<file path="src/sv/i2cms_pkg.sv">
// shared types, constants and sequence lengths for the i2c master bit sequencer
package i2cms_pkg;

  localparam int BYTE_BITS   = 8;
  localparam int QCNT_W      = 5;
  localparam int IN_TDATA_W  = 16;
  localparam int OUT_TDATA_W = 16;

  typedef enum logic [2:0] {
    CMD_IDLE     = 3'd0,
    CMD_START    = 3'd1,
    CMD_STOP     = 3'd2,
    CMD_WRITE    = 3'd3,
    CMD_READ     = 3'd4,
    CMD_WAIT_ACK = 3'd5,
    CMD_ACK      = 3'd6,
    CMD_NACK     = 3'd7
  } cmd_t;

  typedef struct packed {
    cmd_t                 cmd;
    logic [QCNT_W-1:0]    qcnt;
    logic [1:0]           phase;
    logic [BYTE_BITS-1:0] shift;
    logic                 scl;
    logic                 sda;
    logic                 drive;
    logic [BYTE_BITS-1:0] rd;
    logic                 ack;
  } state_t;

  typedef struct packed {
    logic done;
    logic rej;
  } flags_t;

  localparam logic [QCNT_W-1:0] WRITE_LAST_Q = QCNT_W'(3 * BYTE_BITS - 1);
  localparam logic [QCNT_W-1:0] READ_LAST_Q  = QCNT_W'(2 * BYTE_BITS - 1);

  function automatic logic [QCNT_W-1:0] seq_last(input cmd_t c);
    logic [QCNT_W-1:0] res;
    unique case (c)
      CMD_START: res = QCNT_W'(3);
      CMD_STOP:  res = QCNT_W'(1);
      CMD_WRITE: res = WRITE_LAST_Q;
      CMD_READ:  res = READ_LAST_Q;
      default:   res = QCNT_W'(2);
    endcase
    return res;
  endfunction

endpackage

</file>
<file path="src/sv/i2c_master_bit_sequencer.sv">
// i2c master bit sequencer top level with stream ports and result register
// Takes one transaction per clock: a tick ends the current bus quantum, any
// other action starts a command when idle and is flagged rejected when busy.
// The state update is a single combinational pass from the accepted
// transaction into the state registers; the result is held in an output
// register and appears in the cycle after acceptance. in_tready is high whenever
// that register is empty or being taken, so with a ready sink the block takes
// one transaction every cycle. Pins reported are those for the coming quantum.
module i2c_master_bit_sequencer (
  input  logic                                  clk,
  input  logic                                  rst_n,
  input  logic                                  in_tvalid,
  output logic                                  in_tready,
  // write_byte [7:0], sda_in [8], zero pad [15:9]
  input  logic [i2cms_pkg::IN_TDATA_W-1:0]      in_tdata,
  // action [2:0]
  input  logic [2:0]                            in_tuser,
  output logic                                  out_tvalid,
  input  logic                                  out_tready,
  // scl [0], sda_level [1], sda_drive [2], busy_res [3], done_res [4],
  // rejected [5], read_data [13:6], ack_bit [14], zero pad [15]
  output logic [i2cms_pkg::OUT_TDATA_W-1:0]     out_tdata
);
  import i2cms_pkg::*;

  state_t                 st_r;
  state_t                 st_nxt;
  flags_t                 flags;
  logic                   in_acc;
  logic                   out_tvalid_r;
  logic [OUT_TDATA_W-1:0] out_tdata_r;

  assign in_tready = !out_tvalid_r || out_tready;
  assign in_acc    = in_tvalid && in_tready;

  i2cms_step u_step (
    .cur        (st_r),
    .action     (cmd_t'(in_tuser)),
    .write_byte (in_tdata[BYTE_BITS-1:0]),
    .sda_in     (in_tdata[BYTE_BITS]),
    .nxt        (st_nxt),
    .flags      (flags)
  );

  always_ff @(posedge clk) begin
    if (!rst_n) begin
      st_r.cmd   <= CMD_IDLE;
      st_r.qcnt  <= '0;
      st_r.phase <= 2'd0;
      st_r.shift <= '0;
      st_r.scl   <= 1'b1;
      st_r.sda   <= 1'b1;
      st_r.drive <= 1'b1;
      st_r.rd    <= '0;
      st_r.ack   <= 1'b0;
    end else if (in_acc) begin
      st_r <= st_nxt;
    end
  end

  always_ff @(posedge clk) begin
    if (!rst_n) begin
      out_tvalid_r <= 1'b0;
    end else if (in_acc) begin
      out_tvalid_r <= 1'b1;
    end else if (out_tready) begin
      out_tvalid_r <= 1'b0;
    end
  end

  always_ff @(posedge clk) begin
    if (in_acc) begin
      out_tdata_r <= {1'b0, st_nxt.ack, st_nxt.rd, flags.rej, flags.done,
                      (st_nxt.cmd != CMD_IDLE), st_nxt.drive, st_nxt.sda, st_nxt.scl};
    end
  end

  assign out_tvalid = out_tvalid_r;
  assign out_tdata  = out_tdata_r;

  a_qcnt_range: assert property (@(posedge clk) disable iff (!rst_n)
    st_r.cmd != CMD_IDLE |-> st_r.qcnt <= WRITE_LAST_Q)
    else $error("quantum count beyond longest sequence");

  a_idle_clear: assert property (@(posedge clk) disable iff (!rst_n)
    st_r.cmd == CMD_IDLE |-> (st_r.qcnt == '0 && st_r.phase == 2'd0))
    else $error("idle with quantum count left over");

  a_reject_hold: assert property (@(posedge clk) disable iff (!rst_n)
    (in_acc && cmd_t'(in_tuser) != CMD_IDLE && st_r.cmd != CMD_IDLE) |=> $stable(st_r))
    else $error("rejected command changed the sequence state");

  a_done_idle: assert property (@(posedge clk) disable iff (!rst_n)
    (out_tvalid_r && out_tdata_r[4]) |-> !out_tdata_r[3])
    else $error("done reported while still busy");

  a_read_released: assert property (@(posedge clk) disable iff (!rst_n)
    (st_r.cmd == CMD_READ || st_r.cmd == CMD_WAIT_ACK) |-> !st_r.drive)
    else $error("sda driven during a read phase");

endmodule

</file>
<file path="src/sv/i2cms_step.sv">
// next-state logic: one command or one tick applied to the sequencer state
module i2cms_step (
  input  i2cms_pkg::state_t                  cur,
  input  i2cms_pkg::cmd_t                    action,
  input  logic [i2cms_pkg::BYTE_BITS-1:0]    write_byte,
  input  logic                               sda_in,
  output i2cms_pkg::state_t                  nxt,
  output i2cms_pkg::flags_t                  flags
);
  import i2cms_pkg::*;

  logic [QCNT_W-1:0]    q_inc;
  logic [1:0]           phase_inc;
  logic [BYTE_BITS-1:0] shift_smp;
  logic                 finish;

  always_comb begin
    q_inc     = cur.qcnt + QCNT_W'(1);
    phase_inc = (cur.phase == 2'd2) ? 2'd0 : cur.phase + 2'd1;
    finish    = (cur.qcnt == seq_last(cur.cmd));
    if (cur.cmd == CMD_READ && !cur.qcnt[0]) begin
      shift_smp = {cur.shift[BYTE_BITS-2:0], sda_in};
    end else begin
      shift_smp = cur.shift;
    end
  end

  always_comb begin
    nxt        = cur;
    flags.done = 1'b0;
    flags.rej  = 1'b0;
    if (action != CMD_IDLE) begin
      if (cur.cmd != CMD_IDLE) begin
        flags.rej = 1'b1;
      end else begin
        nxt.cmd   = action;
        nxt.qcnt  = '0;
        nxt.phase = 2'd0;
        nxt.shift = '0;
        unique case (action)
          CMD_START: begin
            nxt.drive = 1'b1;
            nxt.sda   = 1'b1;
          end
          CMD_STOP, CMD_ACK: begin
            nxt.drive = 1'b1;
            nxt.sda   = 1'b0;
          end
          CMD_WRITE: begin
            nxt.drive = 1'b1;
            nxt.sda   = write_byte[BYTE_BITS-1];
            nxt.shift = write_byte;
          end
          CMD_READ: begin
            nxt.drive = 1'b0;
            nxt.sda   = 1'b1;
            nxt.scl   = 1'b1;
          end
          CMD_WAIT_ACK: begin
            nxt.drive = 1'b0;
            nxt.sda   = 1'b1;
          end
          CMD_NACK: begin
            nxt.drive = 1'b1;
            nxt.sda   = 1'b1;
          end
          default: ;
        endcase
      end
    end else if (cur.cmd != CMD_IDLE) begin
      nxt.shift = shift_smp;
      if (cur.cmd == CMD_WAIT_ACK && cur.qcnt == QCNT_W'(1)) begin
        nxt.ack = sda_in;
      end
      if (finish) begin
        if (cur.cmd == CMD_STOP || cur.cmd == CMD_ACK) begin
          nxt.sda = 1'b1;
        end
        if (cur.cmd == CMD_READ) begin
          nxt.rd = shift_smp;
        end
        nxt.cmd    = CMD_IDLE;
        nxt.qcnt   = '0;
        nxt.phase  = 2'd0;
        flags.done = 1'b1;
      end else begin
        nxt.qcnt  = q_inc;
        nxt.phase = phase_inc;
        unique case (cur.cmd)
          CMD_START: begin
            if (q_inc == QCNT_W'(1)) begin
              nxt.scl = 1'b1;
            end else if (q_inc == QCNT_W'(2)) begin
              nxt.sda = 1'b0;
            end else begin
              nxt.scl = 1'b0;
            end
          end
          CMD_STOP: nxt.scl = 1'b1;
          CMD_WRITE: begin
            unique case (phase_inc)
              2'd0: begin
                nxt.drive = 1'b1;
                nxt.sda   = shift_smp[BYTE_BITS-1];
              end
              2'd1: nxt.scl = 1'b1;
              default: begin
                nxt.scl   = 1'b0;
                if (q_inc == WRITE_LAST_Q) begin
                  nxt.sda = 1'b1;
                end
                nxt.shift = {shift_smp[BYTE_BITS-2:0], 1'b0};
              end
            endcase
          end
          CMD_READ: nxt.scl = ~q_inc[0];
          default: begin
            nxt.scl = (q_inc == QCNT_W'(1));
          end
        endcase
      end
    end
  end

endmodule
</file>
<file path="config.mk">
export PLATFORM = sky130hd
export DESIGN_NAME = i2c_master_bit_sequencer
export DESIGN_NICKNAME = d
export VERILOG_FILES = /design/src/sv/i2cms_pkg.sv /design/src/sv/i2c_master_bit_sequencer.sv /design/src/sv/i2cms_step.sv
export SDC_FILE = /design/constraint.sdc
export NUM_CORES = 1
export LEC_CHECK = 0
export BUFFER_PORTS_ARGS = -buffer_cell sky130_fd_sc_hd__buf_4
export CELL_PAD_IN_SITES_DETAIL_PLACEMENT = 0
export CELL_PAD_IN_SITES_GLOBAL_PLACEMENT = 1
export CORE_AREA = 4 4 85 87
export DETAILED_ROUTE_END_ITERATION = 7
export DIE_AREA = 0 0 89 91
export PLACE_DENSITY = 0.85
export SETUP_SLACK_MARGIN = 0.5
export SLEW_MARGIN = 30
export SYNTH_ARGS = -nofsm -noshare
export SYNTH_HDL_FRONTEND = slang
export SYNTH_HIERARCHICAL = 1
export SYNTH_SLANG_ARGS = --single-unit
export TNS_END_PERCENT = 1
</file>
<file path="constraint.sdc">
create_clock -name clk -period 3.5 [get_ports clk]
set_input_delay 0.35 -clock clk [delete_from_list [all_inputs] [get_ports clk]]
set_output_delay 0.35 -clock clk [all_outputs]
set_load 0.005 [all_outputs]
</file>
# Yosys cells after proc, flatten, opt, wreduce, memory -nomap -nowiden
# Index checks and enable logic that the tools add are counted.
[word_totals]
register_bits = 46
inputBits = 23
out_inout_bits = 18
elab_cells = 93
[op_classes]
add_sub_neg = 2
n_eq_ne = 21
n_mux = 36
n_bitwise = 2
reduce_logical = 19
[ops]
columns = ["op", "n"]
rows = [
  ["two-way mux 8 bit", 6],
  ["two-way mux 21 bit", 2],
  ["two-way mux 30 bit", 1],
  ["equality test 3 bit, second input constant", 7],
  ["case mux 5 bit (4 select lines)", 1],
  ["two-way mux 9 bit", 2],
  ["two-way mux 1 bit", 16],
  ["equality test 3 x 2 -> 1 bit, second input constant", 4],
  ["equality test 5 x 1 -> 1 bit, second input constant", 2],
  ["OR reduction 2 bit", 5],
  ["nonzero test 3 bit", 3],
  ["case mux 2 bit (4 select lines)", 1],
  ["two-way mux 7 bit", 1],
  ["equality test 3 x 1 -> 1 bit, second input constant", 2],
  ["case mux 1 bit (2 select lines)", 3],
  ["adder 5 x 1 -> 5 bit, second input constant", 1],
  ["equality test 5 x 2 -> 1 bit, second input constant", 1],
  ["equality test 5 bit", 1],
  ["equality test 5 bit, second input constant", 1],
  ["case mux 1 bit (4 select lines)", 1],
  ["nonzero test 2 bit", 2],
  ["logical AND 1 bit", 3],
  ["two-way mux 3 bit", 1],
  ["AND reduction 3 bit", 1],
  ["9 further kinds", 12],
]

# Longest topological paths before layout
[logic_depth]
depth_word = 10
depth_mapped = 11
mapped_depth_nobuf = 9

# By module
# Netlist, hierarchy kept.
[modules_own_cells]
columns = ["mod", "instances", "cells_per_inst", "area_per_inst_um2", "seq_area_each_um2"]
rows = [
  ["i2c_master_bit_sequencer", 1, 153, 1737.9, 1071.0],
  ["i2cms_step", 1, 179, 1307.5, 0.0],
]

# Worst setup path after synthesis
# No wires, ideal clock.
[synth_path]
kind = "register -> register"
from = "register st_r[28] (netlist bit)"
to = "register out_tdata_r[10] (netlist: out_tdata[10]), data pin"
setup_ps = 262
arrival_ps = 2002
required_time_ps = 3238
slack_ps = 1236
stages_incl_launch_ff = 9
path_buffers = 2
period_less_slack_ps = 2264
cell_sequence = "dfxtp_1 -> buf_6 -> or4_1 -> o221ai_1 -> a21oi_2 -> nor2_4 -> and4_4 -> buf_12 -> mux2_4"
[synth_rtl]
columns = ["item", "line_no", "source"]
rows = [
  ["start: declaration", "i2c_master_bit_sequencer.sv:26", "state_t st_r;"],
  ["start signal: assignment", "i2c_master_bit_sequencer.sv:57", "st_r <= st_nxt;"],
  ["end signal: assignment", "i2c_master_bit_sequencer.sv:73", "out_tdata_r <= {1'b0, st_nxt.ack, st_nxt.rd, flags.rej, flags.done,"],
  ["end: declaration", "i2c_master_bit_sequencer.sv:31", "logic [OUT_TDATA_W-1:0] out_tdata_r;"],
]

==> impl_results.md <==
- Status: complete, no violations
- Share of the synthesized area in the top cell type: roughly a fifth
- Drt via density: 5.68
- Vias: roughly 2,400
- Initial antenna violation count: 0
- Starting Density: 48.0%
- WP data required: about 3700 ps
- Synth Net Count: 359
- Layout cells sized above 1: 19.1%
- DR WL/cell: 15.6 um
- Diodes inserted: 0
- Die Y-Extent: 91 um
- Fillers: 613
- Clk root buf: clkbuf_8
- Worst Path Arrival: 2930 ps
- Gate Count Post-Synth: 332
- # rows: 29
- Tmin final: about 2800 ps
- # IOs: 41
- Longest Clk Path Bufs: 2
- Async SR Flop Fraction: 0%
- HP Class: input pin to flip-flop
- Post-synth EDFFs: 15
- Clk_skew: 5.94 ps
- Maxcap violations: 0
- IO Port Bufs: 32
- Final worst path period share: 79.0%
- Final wirelength: between 6000 and 7000 um
- Placed instance count: 415
- Critical path startpoint category: flip-flop
- CTS buffer count: 5
- 1st-pass router iterations: 4
- Setup Viol. Count Final: 0
- Vias in the first global route: ~2,200
- Synthesized flop and latch total: 46
- Max VDD drop: 191 uV
- Die X-Extent: 89 um
- Final ANT Viol Nets: 0
- Rel. slew slack: a little over two fifths
- Yosys top cell by area: dfxtp_1
- Cell Pwr Density: between 300 and 400 nW/um2
- Largest net degree at the start of global routing: between 50 and 60
- GRT Util Overall: 16.8%
- Fmax: 362 MHz
- Core Footprint: 6350 um2
- Cts hold-fix bufs: 0
- Setup Buffers After CTS: 0
- First-pass GRT wire length: about 11,000 um
- Post-CTS Resized: 0
- Non-Filler Instances: 423
- Post-Syn Area: 3050 um2
- Final nets: ~370
- Post-route setup TNS: 0 ps
- Register area: 1070 um2
- Ys flop type: dfxtp_1
- Post-synth cell types: 57
- CTS clk-pin slew, worst paths: 90 ps
- Mapped Avg Cell Area: 9.17 um2
- DR iter-0 viols: 180
- Worst Max-Slew Pin Slew: 834 ps
- Unrepaired setup endpoints after global routing: no
- Die Footprint: 8100 um2
- Register area share after synthesis: 35.2%
- Max H-tree Level: 2
- Crit path kind: flip-flop to flip-flop
- DP HPWL: about 4300 um
- Sink Count: 46
- Worst Setup End Kind: flip-flop
- Routability cong.: roughly 0.8
- Area delta synth->final: 7.27%
- DRC: 0
- Worst-path fanout max: 19
- Area of the multi-input gates: 1720 um2
- Synth top area cells: dfxtp_1 20%, edfxtp_1 15%, mux2i_1 11%
- CTS tree: built
- Worst-skew pair later-pin latency: 300 ps
- Grt total ovfl: 0
- Final Slew Violations: 0
- Leak: between 1 and 1.5 nW
- Synthesis Warnings: 6
- Final Hold Fails: 0
==> placed cells by master, fill, tap and decap left out, types with 5 or more instances in the layout <==
cell type / Yosys / final
mux2_2: 8 / 8
a21oi_1: 13 / 13
mux2i_1: 34 / 34
o211ai_1: 5 / 5
a22oi_1: 6 / 6
o21ai_0: 13 / 13
clkbuf_8: 0 / 5
nand3_1: 6 / 6
a22o_1: 8 / 8
dfxtp_1: 31 / 31
inv_1: 10 / 10
nor2_1: 11 / 11
nor3_1: 8 / 8
mux2_4: 7 / 7
buf_4: 6 / 34
nand2_1: 66 / 66
edfxtp_1: 15 / 15
==> registers in the layout, summed over array words and instances, names as in the netlist <==
register and flops:
st_r 30, out_tdata 15, out_tvalid 1
==> per-layer routing <==
| metal | vias up | track usage, % | routed length (um) |
|---|---|---|---|
| met3 | 7 | 2.99 | 365 |
| met4 | 0 | 5.09 | 68 |
| li1 | 1212 | - | - |
| met2 | 50 | 25.3 | 2950 |
| met5 | - | 0 | 0 |
| met1 | 1134 | 24.6 | 3230 |
==> report_power, final <==
part / switching, W / internal [W] / leakage, nW
logic: 0.000130 / 0.0000918 / 0.826
registers: 0.0000276 / 0.000573 / 0.397
clock network: 0.000192 / 0.000142 / 0.0452
==> Yosys cell counts (2+ instances only) <==
cell type	count
mux2_2	8
o211ai_1	5
o2bb2ai_1	2
o221ai_1	2
a22o_1	8
a211o_1	3
or3_1	3
buf_12	3
a21oi_1	13
o22ai_1	3
o21ai_0	13
xnor2_1	4
nand3b_1	2
o31ai_1	4
buf_2	5
ha_1	4
dfxtp_1	31
buf_6	3
nand4_1	2
nor3_1	8
clkbuf_1	10
and2_1	2
and3_1	2
nor2b_1	3
nor4_1	2
a22oi_1	6
nand2b_1	4
edfxtp_1	15
buf_4	6
nand3_1	6
mux2i_1	34
inv_1	10
mux2_4	7
nand2_1	66
nor2_1	11
==> critical path, stage by stage, from the launching register on <==
cell	delay (ps)
dfxtp_1	780
nand2b_1	210
nor4_1	390
a31oi_4	110
nor2_4	270
and4_4	390
mux2_4	330
nand2_1	60
mux2i_1	80
==> kinds of logic after synthesis <==
logic type	synth area share, %
AO/OA/AOI/OAI	16.4
XOR/XNOR	1.15
adder cells (fa/ha/maj)	1.64
buffers and inverters	8.34
flip-flops	35.2
multiplexers	17.6
other	0.123
AND/OR/NAND/NOR	19.6
==> per-stage QoR <==
step	worst slack [ps]	power [W]	area [um2]	hold WS, ps	utilization (%)
after CTS	737	0.00117	3270	329	51.4
after global placement	823	0.000833	3180	440	50.1
after detailed placement	768	0.000834	3180	451	50.1
after floorplan	1240	0.000782	3050	431	-
final	734	0.00116	3270	331	51.4
after global routing	501	0.00121	3270	338	51.4
==> area by class of cell <==
| cell class | instances | area share [%] |
|---|---|---|
| Clock buffer | 6 | 2.22 |
| Clock inverter | 2 | 0.421 |
| Inverter | 10 | 1.15 |
| Multi-Input combinational cell | 248 | 52.7 |
| Sequential cell | 46 | 32.8 |
| Tap cell | 77 | 2.95 |
| Timing Repair Buffer | 34 | 7.81 |
==> worst paths after layout <==
path                         start                 endpoint  slack [ps]  depth (start not counted)
min reg2reg   st_r[2]$_SDFFE_PN0P_     st_r[2]$_SDFFE_PN0P_         460                          2
max reg2reg  st_r[28]$_SDFFE_PN0P_     st_r[4]$_SDFFE_PN0P_         730                          8
max          st_r[28]$_SDFFE_PN0P_     st_r[4]$_SDFFE_PN0P_         730                          8
min                      in_tvalid  out_tvalid$_SDFFE_PN0P_         330                          3
Note: power is estimated with default switching activity, not from simulation.
